===== config.mk =====
export PLATFORM = sky130hd
export DESIGN_NAME = single_wire_sensor_reader_flat
export DESIGN_NICKNAME = d
export VERILOG_FILES = /design/src/design/swsr_pkg.sv /design/src/design/swsr_tick_if.sv /design/src/design/swsr_result_if.sv /design/src/design/swsr_cfg_regs.sv /design/src/design/single_wire_sensor_reader.sv /design/src/flat_wrapper.sv
export SDC_FILE = /design/constraint.sdc
export NUM_CORES = 1
export LEC_CHECK = 0
export BUFFER_PORTS_ARGS = -buffer_cell sky130_fd_sc_hd__buf_2
export CAP_MARGIN = 5
export CORE_ASPECT_RATIO = 0.75
export CORE_MARGIN = 8
export CORE_UTILIZATION = 41
export DETAILED_ROUTE_END_ITERATION = 10
export GPL_TIMING_DRIVEN = 0
export PLACE_DENSITY = 0.59
export REMOVE_ABC_BUFFERS = 1
export SLEW_MARGIN = 20
export SYNTH_ARGS = -nofsm -noshare
export SYNTH_HDL_FRONTEND = slang
export SYNTH_SLANG_ARGS = --single-unit

===== constraint.sdc =====
create_clock -name clk -period 5 [get_ports clk]
set_input_delay 1 -clock clk [delete_from_list [all_inputs] [get_ports clk]]
set_output_delay 1 -clock clk [all_outputs]
set_load 0.02 [all_outputs]

===== src/design/swsr_pkg.sv =====
// Shared types and constants for the single-wire sensor reader.
package swsr_pkg;

  // Width of the configuration address and data buses
  localparam int unsigned ADDR_W = 5;
  localparam int unsigned DATA_W = 32;

  // Register indexes (byte address is four times the index)
  localparam logic [2:0] REG_START_LOW  = 3'd0;
  localparam logic [2:0] REG_START_HIGH = 3'd1;
  localparam logic [2:0] REG_RESP_WAIT  = 3'd2;
  localparam logic [2:0] REG_RESP_PHASE = 3'd3;
  localparam logic [2:0] REG_BIT_SAMPLE = 3'd4;

  // Register reset values
  localparam logic [15:0] START_LOW_RST  = 16'd10000;
  localparam logic [7:0]  START_HIGH_RST = 8'd30;
  localparam logic [7:0]  RESP_WAIT_RST  = 8'd40;
  localparam logic [7:0]  RESP_PHASE_RST = 8'd80;
  localparam logic [7:0]  BIT_SAMPLE_RST = 8'd30;

  // Saturation value of the tick counter
  localparam logic [15:0] TICK_MAX = 16'hFFFF;

  // Sequencer phases
  typedef enum logic [3:0] {
    PH_IDLE     = 4'd0,
    PH_LOW      = 4'd1,
    PH_HIGH     = 4'd2,
    PH_ANS_LOW  = 4'd3,
    PH_ANS_HIGH = 4'd4,
    PH_ANS_TAIL = 4'd5,
    PH_BIT_RISE = 4'd6,
    PH_BIT_WAIT = 4'd7,
    PH_BIT_FALL = 4'd8
  } phase_t;

  // Event codes carried by each result
  typedef enum logic [1:0] {
    EVT_NONE     = 2'd0,
    EVT_ANS_OK   = 2'd1,
    EVT_ANS_FAIL = 2'd2,
    EVT_BYTE     = 2'd3
  } evt_t;

  // Timing configuration handed from the register block to the sequencer
  typedef struct packed {
    logic [15:0] start_low_us;
    logic [7:0]  start_high_us;
    logic [7:0]  response_wait_us;
    logic [7:0]  response_phase_us;
    logic [7:0]  bit_sample_us;
  } cfg_t;

endpackage


===== src/design/swsr_tick_if.sv =====
// Valid/ready channel carrying one microsecond tick request.
interface swsr_tick_if;
  logic valid;
  logic ready;
  logic line_level;
  logic start_request;

  modport source (output valid, output line_level, output start_request, input ready);
  modport sink   (input valid, input line_level, input start_request, output ready);
endinterface


===== src/design/swsr_result_if.sv =====
// Valid/ready channel carrying one result request per tick.
interface swsr_result_if;
  logic       valid;
  logic       ready;
  logic       drive_enable;
  logic       drive_level;
  logic [1:0] event_code;
  logic [7:0] byte_value;
  logic       last_byte;
  logic       busy_res;

  modport source (
    output valid, output drive_enable, output drive_level, output event_code,
    output byte_value, output last_byte, output busy_res, input ready
  );
  modport sink (
    input valid, input drive_enable, input drive_level, input event_code,
    input byte_value, input last_byte, input busy_res, output ready
  );
endinterface


===== src/design/swsr_cfg_regs.sv =====
// APB-style timing register block of the single-wire sensor reader.
module swsr_cfg_regs
  import swsr_pkg::*;
(
  input  logic              clk,
  input  logic              rst,
  input  logic              psel,
  input  logic              penable,
  input  logic              pwrite,
  input  logic [ADDR_W-1:0] paddr,
  input  logic [DATA_W-1:0] pwdata,
  output logic [DATA_W-1:0] prdata,
  output logic              pready,
  output cfg_t              cfg
);

  logic       wr_en;
  logic [2:0] reg_idx;

  assign pready  = 1'b1;
  assign wr_en   = psel && penable && pwrite && pready;
  assign reg_idx = paddr[4:2];

  // Register writes; addresses beyond the list are ignored.
  always_ff @(posedge clk) begin
    if (rst) begin
      cfg.start_low_us      <= START_LOW_RST;
      cfg.start_high_us     <= START_HIGH_RST;
      cfg.response_wait_us  <= RESP_WAIT_RST;
      cfg.response_phase_us <= RESP_PHASE_RST;
      cfg.bit_sample_us     <= BIT_SAMPLE_RST;
    end else if (wr_en) begin
      case (reg_idx)
        REG_START_LOW:  cfg.start_low_us      <= pwdata[15:0];
        REG_START_HIGH: cfg.start_high_us     <= pwdata[7:0];
        REG_RESP_WAIT:  cfg.response_wait_us  <= pwdata[7:0];
        REG_RESP_PHASE: cfg.response_phase_us <= pwdata[7:0];
        REG_BIT_SAMPLE: cfg.bit_sample_us     <= pwdata[7:0];
        default: ;
      endcase
    end
  end

  // Read-back multiplexer.
  always_comb begin
    case (reg_idx)
      REG_START_LOW:  prdata = {16'd0, cfg.start_low_us};
      REG_START_HIGH: prdata = {24'd0, cfg.start_high_us};
      REG_RESP_WAIT:  prdata = {24'd0, cfg.response_wait_us};
      REG_RESP_PHASE: prdata = {24'd0, cfg.response_phase_us};
      REG_BIT_SAMPLE: prdata = {24'd0, cfg.bit_sample_us};
      default:        prdata = '0;
    endcase
  end

endmodule


===== src/design/single_wire_sensor_reader.sv =====
// Top level of the single-wire sensor reader: tick sequencer and result register.
//
// Usage: feed one request on the tick channel for every microsecond. Each tick
// carries the sensed line level and a start request. A start request while idle
// begins a transaction: the line is driven low for start_low_us ticks, driven
// high for start_high_us ticks, then released while the sensor answer is
// checked. After a good answer BYTES_PER_FRAME bytes are read MSB first.
// Every accepted tick yields exactly one result request on the result channel,
// showing the line drive for the next tick, an event code, a received byte,
// a last-byte mark and the busy flag.
// Output: each result is registered and appears in the cycle after its tick is accepted.
// Throughput: one tick per cycle while results are taken; the whole per-tick
// update is one pass through the phase, counter and shift register logic.
// Stalls: the result register holds its request while the receiver stalls;
// a new tick is taken in the same cycle that the held result is taken.
// Reset (synchronous, active high) returns the sequencer to idle, clears the
// counters, empties the result register, and restores the timing registers.
// Timing registers must be written over the APB-style port while idle; unchecked.
module single_wire_sensor_reader
  import swsr_pkg::*;
#(
  parameter int unsigned BYTES_PER_FRAME = 5
) (
  input  logic              clk,
  input  logic              rst,
  swsr_tick_if.sink         tick,
  swsr_result_if.source     result,
  input  logic              psel,
  input  logic              penable,
  input  logic              pwrite,
  input  logic [ADDR_W-1:0] paddr,
  input  logic [DATA_W-1:0] pwdata,
  output logic [DATA_W-1:0] prdata,
  output logic              pready
);

  localparam logic [2:0] LAST_BYTE_IDX = 3'(BYTES_PER_FRAME - 1);

  cfg_t cfg;

  phase_t      phase, phase_next;
  logic [15:0] tick_count, tick_count_next, tick_inc;
  logic [2:0]  bit_index, bit_index_next;
  logic [7:0]  shift_byte, shift_byte_next;
  logic [2:0]  byte_index, byte_index_next;
  evt_t        evt_next;
  logic [7:0]  value_next;
  logic        last_next;
  logic        accept;

  swsr_cfg_regs u_cfg (
    .clk     (clk),
    .rst     (rst),
    .psel    (psel),
    .penable (penable),
    .pwrite  (pwrite),
    .paddr   (paddr),
    .pwdata  (pwdata),
    .prdata  (prdata),
    .pready  (pready),
    .cfg     (cfg)
  );

  // A tick is taken whenever the result register is empty or being emptied.
  assign tick.ready = !result.valid || result.ready;
  assign accept     = tick.valid && tick.ready;

  // Saturating count of the current tick within the phase.
  assign tick_inc = (tick_count == TICK_MAX) ? tick_count : tick_count + 16'd1;

  // Next phase, counters and shift register for this tick.
  always_comb begin
    logic bit_done;
    bit_done        = 1'b0;
    phase_next      = phase;
    tick_count_next = tick_count;
    bit_index_next  = bit_index;
    shift_byte_next = shift_byte;
    byte_index_next = byte_index;
    evt_next        = EVT_NONE;
    value_next      = 8'd0;
    last_next       = 1'b0;

    case (phase)
      PH_IDLE: begin
        if (tick.start_request) begin
          phase_next      = PH_LOW;
          tick_count_next = 16'd0;
        end
      end
      PH_LOW: begin
        tick_count_next = tick_inc;
        if (tick_inc >= cfg.start_low_us) begin
          phase_next      = PH_HIGH;
          tick_count_next = 16'd0;
        end
      end
      PH_HIGH: begin
        tick_count_next = tick_inc;
        if (tick_inc >= {8'd0, cfg.start_high_us}) begin
          phase_next      = PH_ANS_LOW;
          tick_count_next = 16'd0;
        end
      end
      PH_ANS_LOW: begin
        tick_count_next = tick_inc;
        if (tick_inc >= {8'd0, cfg.response_wait_us}) begin
          tick_count_next = 16'd0;
          if (!tick.line_level) begin
            phase_next = PH_ANS_HIGH;
          end else begin
            phase_next = PH_IDLE;
            evt_next   = EVT_ANS_FAIL;
          end
        end
      end
      PH_ANS_HIGH: begin
        tick_count_next = tick_inc;
        if (tick_inc >= {8'd0, cfg.response_phase_us}) begin
          tick_count_next = 16'd0;
          if (tick.line_level) begin
            phase_next = PH_ANS_TAIL;
          end else begin
            phase_next = PH_IDLE;
            evt_next   = EVT_ANS_FAIL;
          end
        end
      end
      PH_ANS_TAIL: begin
        tick_count_next = tick_inc;
        if (tick_inc >= {8'd0, cfg.response_phase_us}) begin
          evt_next        = EVT_ANS_OK;
          bit_index_next  = 3'd0;
          byte_index_next = 3'd0;
          phase_next      = PH_BIT_RISE;
          tick_count_next = 16'd0;
        end
      end
      PH_BIT_RISE: begin
        if (tick.line_level) begin
          phase_next      = PH_BIT_WAIT;
          tick_count_next = 16'd0;
        end
      end
      PH_BIT_WAIT: begin
        tick_count_next = tick_inc;
        if (tick_inc >= {8'd0, cfg.bit_sample_us}) begin
          shift_byte_next[3'd7 - bit_index] = tick.line_level;
          if (tick.line_level) begin
            phase_next      = PH_BIT_FALL;
            tick_count_next = 16'd0;
          end else begin
            bit_done = 1'b1;
          end
        end
      end
      PH_BIT_FALL: begin
        if (!tick.line_level) begin
          bit_done = 1'b1;
        end
      end
      default: begin
        phase_next      = PH_IDLE;
        tick_count_next = 16'd0;
      end
    endcase

    // End of a data bit: advance the bit, and on the eighth report the byte.
    if (bit_done) begin
      tick_count_next = 16'd0;
      if (bit_index == 3'd7) begin
        evt_next       = EVT_BYTE;
        value_next     = shift_byte_next;
        last_next      = (byte_index == LAST_BYTE_IDX);
        bit_index_next = 3'd0;
        if (last_next) begin
          byte_index_next = 3'd0;
          phase_next      = PH_IDLE;
        end else begin
          byte_index_next = byte_index + 3'd1;
          phase_next      = PH_BIT_RISE;
        end
      end else begin
        bit_index_next = bit_index + 3'd1;
        phase_next     = PH_BIT_RISE;
      end
    end
  end

  // Sequencer state, updated once per accepted tick.
  always_ff @(posedge clk) begin
    if (rst) begin
      phase      <= PH_IDLE;
      tick_count <= 16'd0;
      bit_index  <= 3'd0;
      shift_byte <= 8'd0;
      byte_index <= 3'd0;
    end else if (accept) begin
      phase      <= phase_next;
      tick_count <= tick_count_next;
      bit_index  <= bit_index_next;
      shift_byte <= shift_byte_next;
      byte_index <= byte_index_next;
    end
  end

  // Result register: loaded on each accepted tick, emptied when taken.
  always_ff @(posedge clk) begin
    if (rst) begin
      result.valid <= 1'b0;
    end else if (accept) begin
      result.valid <= 1'b1;
    end else if (result.ready) begin
      result.valid <= 1'b0;
    end
  end

  always_ff @(posedge clk) begin
    if (accept) begin
      result.drive_enable <= (phase_next == PH_LOW) || (phase_next == PH_HIGH);
      result.drive_level  <= (phase_next == PH_HIGH);
      result.event_code   <= evt_next;
      result.byte_value   <= value_next;
      result.last_byte    <= last_next;
      result.busy_res     <= (phase_next != PH_IDLE);
    end
  end

  // The counter is always cleared while idle.
  a_idle_count_clear: assert property (@(posedge clk) disable iff (rst)
    (phase == PH_IDLE) |-> (tick_count == 16'd0))
    else $error("tick counter not clear while idle");

  // Without a start request an idle sequencer stays idle.
  a_idle_holds: assert property (@(posedge clk) disable iff (rst)
    (accept && phase == PH_IDLE && !tick.start_request) |=> (phase == PH_IDLE))
    else $error("sequencer left idle without a start request");

  // The final byte ends the transaction on the same tick.
  a_last_ends: assert property (@(posedge clk) disable iff (rst)
    (result.valid && result.last_byte) |->
      (result.event_code == EVT_BYTE && !result.busy_res))
    else $error("last byte reported while still busy");

  // A driven high level is only shown while the line is driven.
  a_drive_level: assert property (@(posedge clk) disable iff (rst)
    (result.valid && result.drive_level) |-> (result.drive_enable && result.busy_res))
    else $error("drive level high while line released");

endmodule

===== src/flat_wrapper.sv =====
// flat-port wrapper written by rule: the top's interface ports become plain ports
module single_wire_sensor_reader_flat import swsr_pkg::*;
#(
  parameter int unsigned BYTES_PER_FRAME = 5
)
  (clk, rst, psel, penable, pwrite, paddr, pwdata, prdata, pready, tick_valid, tick_line_level, tick_start_request, tick_ready, result_valid, result_drive_enable, result_drive_level, result_event_code, result_byte_value, result_last_byte, result_busy_res, result_ready);
  swsr_tick_if tick_i ();
  swsr_result_if result_i ();
  input  logic clk;
  input  logic rst;
  input  logic psel;
  input  logic penable;
  input  logic pwrite;
  input  logic [ADDR_W-1:0] paddr;
  input  logic [DATA_W-1:0] pwdata;
  output logic [DATA_W-1:0] prdata;
  output logic pready;
  input wire logic [$bits(tick_i.valid)-1:0] tick_valid;
  input wire logic [$bits(tick_i.line_level)-1:0] tick_line_level;
  input wire logic [$bits(tick_i.start_request)-1:0] tick_start_request;
  output wire logic [$bits(tick_i.ready)-1:0] tick_ready;
  output wire logic [$bits(result_i.valid)-1:0] result_valid;
  output wire logic [$bits(result_i.drive_enable)-1:0] result_drive_enable;
  output wire logic [$bits(result_i.drive_level)-1:0] result_drive_level;
  output wire logic [$bits(result_i.event_code)-1:0] result_event_code;
  output wire logic [$bits(result_i.byte_value)-1:0] result_byte_value;
  output wire logic [$bits(result_i.last_byte)-1:0] result_last_byte;
  output wire logic [$bits(result_i.busy_res)-1:0] result_busy_res;
  input wire logic [$bits(result_i.ready)-1:0] result_ready;
  assign tick_i.valid = tick_valid;
  assign tick_i.line_level = tick_line_level;
  assign tick_i.start_request = tick_start_request;
  assign tick_ready = tick_i.ready;
  assign result_valid = result_i.valid;
  assign result_drive_enable = result_i.drive_enable;
  assign result_drive_level = result_i.drive_level;
  assign result_event_code = result_i.event_code;
  assign result_byte_value = result_i.byte_value;
  assign result_last_byte = result_i.last_byte;
  assign result_busy_res = result_i.busy_res;
  assign result_i.ready = result_ready;
  single_wire_sensor_reader #(.BYTES_PER_FRAME(BYTES_PER_FRAME)) u_core (.clk(clk), .rst(rst), .tick(tick_i), .result(result_i), .psel(psel), .penable(penable), .pwrite(pwrite), .paddr(paddr), .pwdata(pwdata), .prdata(prdata), .pready(pready));
endmodule

Word-level counts from Yosys, hierarchy flattened
Cells that the tools add are included.
W data, S select, Z words.

word-level totals
  RAM bits = 0
  latch bits = 0
  word-level logic and storage cells = 124
  memory bits (read-only) = 0
  memories kept = 0
  register bits = 97
  input port bits = 46

operators by class
  shifts and indexed selects = 0
  $add $sub $neg = 4
  muxes and demuxes = 54
  bitwise gates (word level) = 0
  eq/ne operators = 20
  multiply operators = 0
  reduce and logical (&&, ||, !) cells = 22
  div/mod/pow operators = 0
  magnitude comparators = 7

operators with widths
  operator                 number
  $mux W16                 10
  $pmux W16 S8             1
  $pmux W16 S5             1
  $ge A16 B8 Y1            4
  $mux W4                  10
  $mux W3                  13
  $pmux W4 S9              1
  $add A16 B1 Y16 const B  1
  $eq A16 B16 Y1 const B   1
  $eq A4 B3 Y1 const B     4
  $ge A16 B16 Y1           1
  $mux W8                  2
  $eq A4 B2 Y1 const B     3
  $mux W2                  6
  $reduce_and A2 Y1        6
  $eq A3 B3 Y1 const B     3
  $bwmux W8                1
  $eq A4 B1 Y1 const B     2
  $add A3 B1 Y3 const B    2
  $eq A3 B2 Y1 const B     2
  $mux W1                  6
  $ne A3 B2 Y1 const B     2
  $pmux W2 S3              1
  $reduce_bool A2 Y1       3
  other kinds (17)         21

Longest topological paths before layout
Gate-level depths: netlist of run 1.

  depth in word-level cells = 8
  depth in mapped cells = 18

By module
Synthesis of run 1 repeated with hierarchy kept, for this count alone.

second synthesis, totals
  cells, all modules = 776
  area total of the unflattened synthesis = 6640.1 µm²

by module, submodules not included
  module                     area an instance (µm²)  instances  cells each
  single_wire_sensor_reader  4175.3                  1          516
  swsr_cfg_regs              2464.9                  1          260

Worst setup path after synthesis of run 1
Ideal clock, no wire load.

  path kind = register to register
  from = reg u_core.tick_count[8]
  to = reg u_core.result.drive_enable, data pin
  arrival = 3.769 ns
  stages on the path, launching flop included = 16
  buffers on the path = 1
  required time = 4.810 ns
  path slack = 1.041 ns
  path through = dfxtp_1 buf_2 nand3_2 nor3_1 nand3_1 and4_1 nand3_1 xnor2_1 ha_1 a2111oi_0 o21ai_0 a21oi_4 mux2i_1 o31ai_2 or3_1 a2111oi_2

on the way
  word-level cells in the longest chain between the ends = 8
  elaborated cells between the ends (all ways) = 21
  classes of those cells = add/sub (1); order compare (5); eq/ne (3); mux (11); reduce/logical (1)

ends and longest elaborated chain
  element                                            line                              text
  from (decl)                                        single_wire_sensor_reader.sv:42   logic [15:0] tick_count, tick_count_next, tick_inc;
  from (signal assigned)                             single_wire_sensor_reader.sv:200  tick_count <= tick_count_next;
  $add A16 B1 Y16 or $eq A16 B16 Y1 (tied branches)  single_wire_sensor_reader.sv:69   assign tick_inc = (tick_count == TICK_MAX) ? tick_count : tick_count + 16'd1;
  $mux W16 (*)                                       single_wire_sensor_reader.sv:69
  $ge A16 B8 Y1, or another cell as far along        single_wire_sensor_reader.sv:147  if (tick_inc >= {8'd0, cfg.bit_sample_us}) begin
  $mux W4, or another cell as far along              single_wire_sensor_reader.sv:147
  $pmux W4 S9 or $pmux W1 S2 (tied branches)         single_wire_sensor_reader.sv:84   case (phase)
  $mux W4 (*)                                        single_wire_sensor_reader.sv:169  if (bit_done) begin
  $eq A4 B1 Y1 or $eq A4 B2 Y1 (tied branches)       single_wire_sensor_reader.sv:220  result.drive_enable <= (phase_next == PH_LOW) || (phase_next == PH_HIGH);
  $logic_or A1 B1 Y1 (*)                             single_wire_sensor_reader.sv:220
  to (signal assigned)                               single_wire_sensor_reader.sv:220
  to (decl)                                          swsr_result_if.sv:13              output valid, output drive_enable, output drive_level, output event_code,

Every way passes the cells marked *; elsewhere a longest branch is shown, timed or not.
A chain may end at the register's enable or synchronous reset.

Worst setup path after layout of run 1
  from = reg u_core.tick_count[14]
  to = reg u_core.result.drive_enable, data pin

Same word-level chain as after synthesis.

==> results of run 1 <==
## worst paths after layout
kind / start / to / slack [ns]
min: u_core.shift_byte[6]$_SDFFE_PP0P_ / u_core.shift_byte[6]$_SDFFE_PP0P_ / 0.45
min reg2reg: u_core.shift_byte[6]$_SDFFE_PP0P_ / u_core.shift_byte[6]$_SDFFE_PP0P_ / 0.45
max reg2reg: u_core.tick_count[14]$_SDFFE_PP0P_ / u_core.result.drive_enable$_DFFE_PP_ / 0.38
max: u_core.tick_count[14]$_SDFFE_PP0P_ / u_core.result.drive_enable$_DFFE_PP_ / 0.38
## power by group through the flow
| stage | Sequential, uW | Clock, uW | Combinational, uW |
|---|---|---|---|
| after floorplan | 842 | 0 | 96.7 |
| after global placement | 834 | 0 | 176 |
| after detailed placement | 835 | 0 | 181 |
| final | 817 | 705 | 184 |
| after global routing | 819 | 754 | 203 |
| after CTS | 817 | 721 | 184 |
## metrics by stage
step	hold slack [ns]	worst slack, ns	utilization (%)	cell area, um^2	cells
2_1_floorplan	0.426	1.01	-	6080	730
3_3_place_gp	0.442	0.132	43.7	6630	994
3_5_place_dp	0.445	0.0380	44.0	6680	996
4_1_cts	0.455	0.0873	46.0	6980	1012
5_1_grt	0.465	0.0830	46.2	7020	1012
6_report	0.452	0.384	46.2	7020	1012
## per-layer routing
| metal | up-vias | track usage, % | wire [um] |
|---|---|---|---|
| li1 | 2735 | - | - |
| met1 | 2631 | 22.6 | 7950 |
| met2 | 129 | 26.7 | 7280 |
| met3 | 17 | 3.27 | 688 |
| met4 | 0 | 6.05 | 260 |
| met5 | - | 0 | 0 |
## cell families after synthesis
group           after synthesis
simple gates                295
other cells                   2
mux                          40
buf+inv                     113
compound gates              163
fa+ha+maj                    52
flops                        97
xor+xnor                     10
## worst max-delay path: stages, from the launching register on
cell	delay, ns
dfxtp_1	0.46
nand4_1	0.24
nor2_2	0.26
nand3_4	0.17
and4_1	0.32
nand2_1	0.11
xnor2_1	0.29
ha_1	0.37
a211oi_1	0.24
nand2_1	0.12
or3_1	0.44
a21oi_2	0.13
o2111a_1	0.23
nor3b_1	0.07
nor4b_2	0.38
o21ai_0	0.20
a2111oi_2	0.36
## sequential cells by signal (all words and copies together) (netlist names)
name	cells
u_core.bit_index	3
u_core.byte_index	3
u_core.phase	4
u_core.result.busy_res	1
u_core.result.byte_value	8
u_core.result.drive_enable	1
u_core.result.drive_level	1
u_core.result.event_code	2
u_core.result.last_byte	1
u_core.result.valid	1
u_core.shift_byte	8
u_core.tick_count	16
u_core.u_cfg.cfg	48
## what timing repair did
action / in CTS / in global routing
resized for setup: 1 / 10
pin swaps: 0 / 1
gates cloned: 0 / 0
endpoints found under the setup margin: 1 / 22
## layout make-up
type                       instances  share of cell area (%)
multi-input combinational        577                    54.6
sequential                        97                    29.8
timing repair buffer              61                    4.80
tap                              205                    3.65
clock buffer                      11                    3.46
inverter                          56                    3.00
clock inverter                     5                   0.784
## placed cells by master (no fill, tap or decap), drive strengths merged, types with 4 or more instances in the layout
cell / n
and2: 17
xnor2: 7
dfxtp: 83
a21oi: 61
buf: 61
mux2i: 35
nand2: 78
nor2: 85
a211o: 18
or3: 4
o21a: 5
o22ai: 10
inv: 56
nand3: 40
and3: 8
o31ai: 4
clkbuf: 11
a211oi: 8
nor3: 17
a31oi: 6
nand3b: 5
mux2: 4
conb: 17
nor4: 4
nor2b: 4
o21ai: 22
a21o: 9
nand2b: 13
nand4: 8
edfxtp: 14
ha: 52
==> results.md, run 1 <==
- Status: finished clean
- Post-synth design cell area: 6350 um^2
- FF+latch count, synth: 97
- Storage element area: 2090 um^2
- Top Ports: 95
- Clock transition at the registers of the reported paths: 0.07 ns
- Avg Vias per Cell: 5.45
- Synth Area in XOR/XNOR: 1.38%
- Fillcell total: 1,503
- Sw power: 444 uW
- Clock buffer depth: 2
- Max IR drop VDD: 0.000164 V
- Post-cts hold buffer count: 0
- Max-slew violation count: 0
- Share of the synthesized area in the top cell type: 26.2%
- Final Critical Period: 4.62 ns
- HP Class: register to register
- Post-Synth Adder-Cell Area: 10.2%
- HPWL after detailed placement: 12.1 mm
- Skew final: 0.00974 ns
- Warnings from Yosys: 0
- Antenna-violating nets left: 0
- CP Max Fanout: 9
- Layout cells sized above 1: 13.6%
- Setup_tns: 0 ns
- RSZ-0062 raised after global routing: no
- Critical Path Source Type: register
- Hold path cells: 2
- Initial DRC count: 349
- Syn Inst Count: 772
- Initial antenna violation count: 0
- Area taken by multi-input logic gates: 3830 um^2
- Critical path class: register to register
- Mean Syn Cell Area: 8.22 um^2
- Clk pwr share: 41.3%
- Post-synth top cells: 84 x nor2_1, 83 x dfxtp_1, 78 x nand2_1, 59 x a21oi_1, 56 x inv_1
- Sequential fraction of the synthesis area: 32.8%
- Max cap viols: 0
- Layout Nets: 900
- Global route total overflow: 0
- Main synth FF type: dfxtp_1
- I/O Buffers: 59
- Arr. time, crit path: 4.76 ns
- Synth top area cells: dfxtp_1 26%, ha_1 10%, edfxtp_1 6.6%
- Post-synth EDFFs: 14
- WP data required: 5.14 ns
- Chip width: 160 um
- DIE AREA: 19,800 um^2
- Seq pwr share: 47.9%
- CTS tree: built
- Rows: 39
- GRT Util Overall: 16.8%
- Core ar.: 15,200 um^2
- Mux cell area share after synthesis: 6.64%
- Setup crit end kind: register
- Worst slew margin: 38.6%
- Final Cycle Share: 92.3%
- Cts bufs inserted: 9
- Drt pass-1 iters: 5
- Root buf cell: clkbuf_16
- Simple-gate share of the synthesized area: 22.8%
- Area leader, netlist: dfxtp_1
- Worst Tran Pin Value: 0.920 ns
- Wire length of the first global-routing pass: 27.0 mm
- Vias in the first global route: 5,411
- Clk_lat worst skew: 0.36 ns
- Setup Viol. Count Final: 0
- Detailed Route WL: 16.2 mm
- Post-route DRC: 0
- Post-DR wirelength/cell: 16.0 um
- Hold Fails Final Rpt: 0
- Switching Fraction: 26.0%
- Yosys cell types: 73
- Routed vias: 5,512
- Pwr Density: 243 nW/um^2
- Comb pwr share: 10.8%
- Ant. Diodes: 0
- Final total power: 1710 uW
- Initial Util: 41.8%
- Cell Int Power: 1260 uW
- # Post-CTS Setup Buffers: 0
- Area grow syn2layout: 10.5%
- Highest Clock Rate: 217 MHz
- Maximum level of the CTS H-tree: 3
- Largest family of logic cells by synthesized area: simple AND/OR/NAND/NOR gates
- Post-synthesis async set-or-reset flop share: 0%
- Clock sinks: 97
- GPL Wtd Cong: 0.882
- Largest net degree at the start of global routing: 57
- Most common cell in the synthesized netlist: nor2_1
- Die H: 124 um
- Cells on worst reg2reg path: 16
- Synth Area in Compound Gates: 17.5%
- Leakage: 0.00303 uW
Power figures use the tool's default switching activity.
==> run 2, diff against run 1 <==
- CORE_UTILIZATION: 41 -> 55
- PLACE_DENSITY: 0.59 -> 0.75
==> run 2 against run 1 <==
Net effect:
- critical path depth up 1
- core utilization up 14 points
- fmax down 1.7%
- clock power down 2%
- flip-flop and latch count unchanged
- wire length down 0.67%
- global-route usage up 4.4 points
==> results.md, run 2 (synthesis gave the netlist of run 1 again) <==
- Max IR drop VDD: 0.000224 V (was 0.000164 V)
- Clock transition at the registers of the reported paths: 0.07 ns (about the same)
- Post-DR wirelength/cell: 16.9 um (was 16.0 um)
- Skew final: 0.00748 ns (was 0.00974 ns)
- CTS tree: built (unchanged)
- Max-slew violation count: 0 (unchanged)
- Routing usage on met1: 27.1% (was 22.6%)
- Final total power: 1700 uW (was 1710 uW)
- Highest Clock Rate: 213 MHz (was 217 MHz)
- Avg Vias per Cell: 5.94 (was 5.45)
- DP Cell Count: 935 (was 996)
- Largest regs: u_core.u_cfg.cfg: 48 flops, u_core.tick_count: 16 flops (unchanged)
- Global Route met2 Usage: 36.2% (was 26.7%)
- Worst slew margin: 36.9% (was 38.6%)
- Worst setup path startpoint: u_core.tick_count[2]$_SDFFE_PP0P_ (was u_core.tick_count[14]$_SDFFE_PP0P_)
- HPWL after detailed placement: 11.9 mm (was 12.1 mm)
- Final Critical Period: 4.70 ns (was 4.62 ns)
- Hold path cells: 2 (unchanged)
- Routed vias: 5,660 (was 5,512)
- Final worst slack: 0.303 ns (was 0.384 ns)
- Largest net degree at the start of global routing: 50 (was 57)
- Arr. time, crit path: 4.83 ns (was 4.76 ns)
- Critical Path Source Type: register (unchanged)
- Reg with most FFs: u_core.u_cfg.cfg (unchanged)
- Max cap viols: 0 (unchanged)
- Wire length of the first global-routing pass: 26.6 mm (was 27.0 mm)
- Reg2Reg Setup Slack: 0.30 ns (was 0.38 ns)
- Chip width: 140 um (was 160 um)
- Antenna-violating nets left: 0 (unchanged)
- Critical path class: register to register (unchanged)
- Most common cell after layout, fill and taps aside: nor2_1 (unchanged)
- Maximum level of the CTS H-tree: 3 (unchanged)
- Initial DRC count: 581 (was 349)
- HP Class: register to register (unchanged)
- Setup crit end kind: register (unchanged)
- GPL Wtd Cong: 0.910 (was 0.882)
- I/O Buffers: 59 (unchanged)
- Post-route DRC: 0 (unchanged)
- Layout Nets: 902 (was 900)
- Initial antenna violation count: 0 (unchanged)
- Clock sinks: 97 (unchanged)
- Pwr Density: 245 nW/um^2 (was 243 nW/um^2)
- Hold Fails Final Rpt: 0 (unchanged)
- Largest register FFs: 48 (unchanged)
- Gr busiest metal: met2 (unchanged)
- RR Endpoint: u_core.result.drive_enable$_DFFE_PP_ (unchanged)
- Hold Path Sink: u_core.shift_byte[6]$_SDFFE_PP0P_ (unchanged)
- Setup_tns: 0 ns (unchanged)
- Met3 Use GR: 3.85% (was 3.27%)
- Worst R2R Start: u_core.tick_count[2]$_SDFFE_PP0P_ (was u_core.tick_count[14]$_SDFFE_PP0P_)
- Setup Viol. Count Final: 0 (unchanged)
- Leakage: 0.00305 uW (was 0.00303 uW)
- Root buf cell: clkbuf_16 (unchanged)
- GRT Util Overall: 21.2% (was 16.8%)
- Worst Tran Pin Value: 0.939 ns (was 0.920 ns)
- Initial Util: 55.5% (was 41.8%)
- Ant. Diodes: 0 (unchanged)
- Vias in the first global route: 5,473 (was 5,411)
- HP Start: u_core.shift_byte[6]$_SDFFE_PP0P_ (unchanged)
- Fin cells: 953 (was 1,012)
- WP data required: 5.14 ns (about the same)
- Global route total overflow: 0 (unchanged)
- Setup Slack @ Placement: 0.0771 ns (was 0.0380 ns)
- CP Max Fanout: 9 (unchanged)
- DIE AREA: 15,300 um^2 (was 19,800 um^2)
- Clock buffer depth: 2 (unchanged)
- Clk_lat worst skew: 0.35 ns (was 0.36 ns)
- Most frequent cells in the layout: 83 x nor2_1, 82 x dfxtp_1, 78 x nand2_1 (was 83 x nor2_1, 78 x nand2_1, 78 x dfxtp_1)
- Area grow syn2layout: 9.22% (was 10.5%)
- Final Cycle Share: 93.9% (was 92.3%)
- Cells on worst reg2reg path: 17 (was 16)
- Rows: 34 (was 39)
- Layout cells sized above 1: 13.3% (was 13.6%)
- Cts bufs inserted: 9 (unchanged)
- Status: finished clean (unchanged)
- Detailed Route WL: 16.1 mm (was 16.2 mm)
- Core ar.: 11,400 um^2 (was 15,200 um^2)
- Drt pass-1 iters: 5 (unchanged)
- Top Ports: 95 (unchanged)
- Die H: 109 um (was 124 um)
-- run 2: worst max-delay path by stage --
| stage | endpoint | slack, ns |
|---|---|---|
| floorplan | u_core.result.drive_enable$_DFFE_PP_ | 1.01 |
| global placement | u_core.tick_count[0]$_SDFFE_PP0P_ | 0.10 |
| detailed placement | u_core.tick_count[0]$_SDFFE_PP0P_ | 0.08 |
| CTS | u_core.tick_count[0]$_SDFFE_PP0P_ | 0.004 |
| global route | u_core.result.drive_enable$_DFFE_PP_ | -0.07 |
| finish | u_core.result.drive_enable$_DFFE_PP_ | 0.30 |
-- run 2: through the flow --
| step | util [%] | instance area (um^2) | hold slack (ns) |
|---|---|---|---|
| after floorplan | - | 6080 | 0.426 |
| after global placement | 57.3 | 6560 | 0.441 |
| after detailed placement | 57.6 | 6590 | 0.448 |
| after CTS | 60.2 | 6890 | 0.457 |
| after global routing | 60.6 | 6930 | 0.482 |
| final | 60.6 | 6930 | 0.457 |
-- run 2: layout make-up --
type                       instances  area (um^2)
timing repair buffer              63          344
clock inverter                     5         35.0
multi-input combinational        577         3820
fill                             982         4510
sequential                        97         2080
clock buffer                      11          264
inverter                          56          210
tap                              144          180
-- run 2: per-layer routing --
metal	vias up	part of all wire, %
met5	-	0
li1	2740	-
met4	0	1.4
met3	21	5.3
met1	2708	46
met2	191	47
-- run 2: what timing repair did --
item                       4_1_cts  5_1_grt
hold buffers                     0        0
buffers inserted                 0        2
gates resized for setup          0        7
setup endpoints to repair        0       20
-- run 2: report_power, final --
part	total (uW)	switching, uW	internal (uW)	leakage [uW]
Sequential	817	12.3	805	0.000810
Combinational	186	127	59.0	0.00209
Clock	693	311	383	0.000144
Total	1700	450	1250	0.00305
-- run 2: worst max-delay path, stage by stage (launching register included) --
cell	delay (ns)
dfxtp_1	0.50
nand3_2	0.18
nor3_1	0.35
nand3_2	0.26
and4_1	0.37
nand2_1	0.11
xnor2_1	0.28
ha_1	0.36
a211oi_1	0.23
nand2_1	0.11
or3_1	0.45
a21oi_2	0.15
o2111a_1	0.24
nor3b_1	0.08
nor4b_2	0.20
buf_4	0.17
o21ai_0	0.10
a2111oi_2	0.35
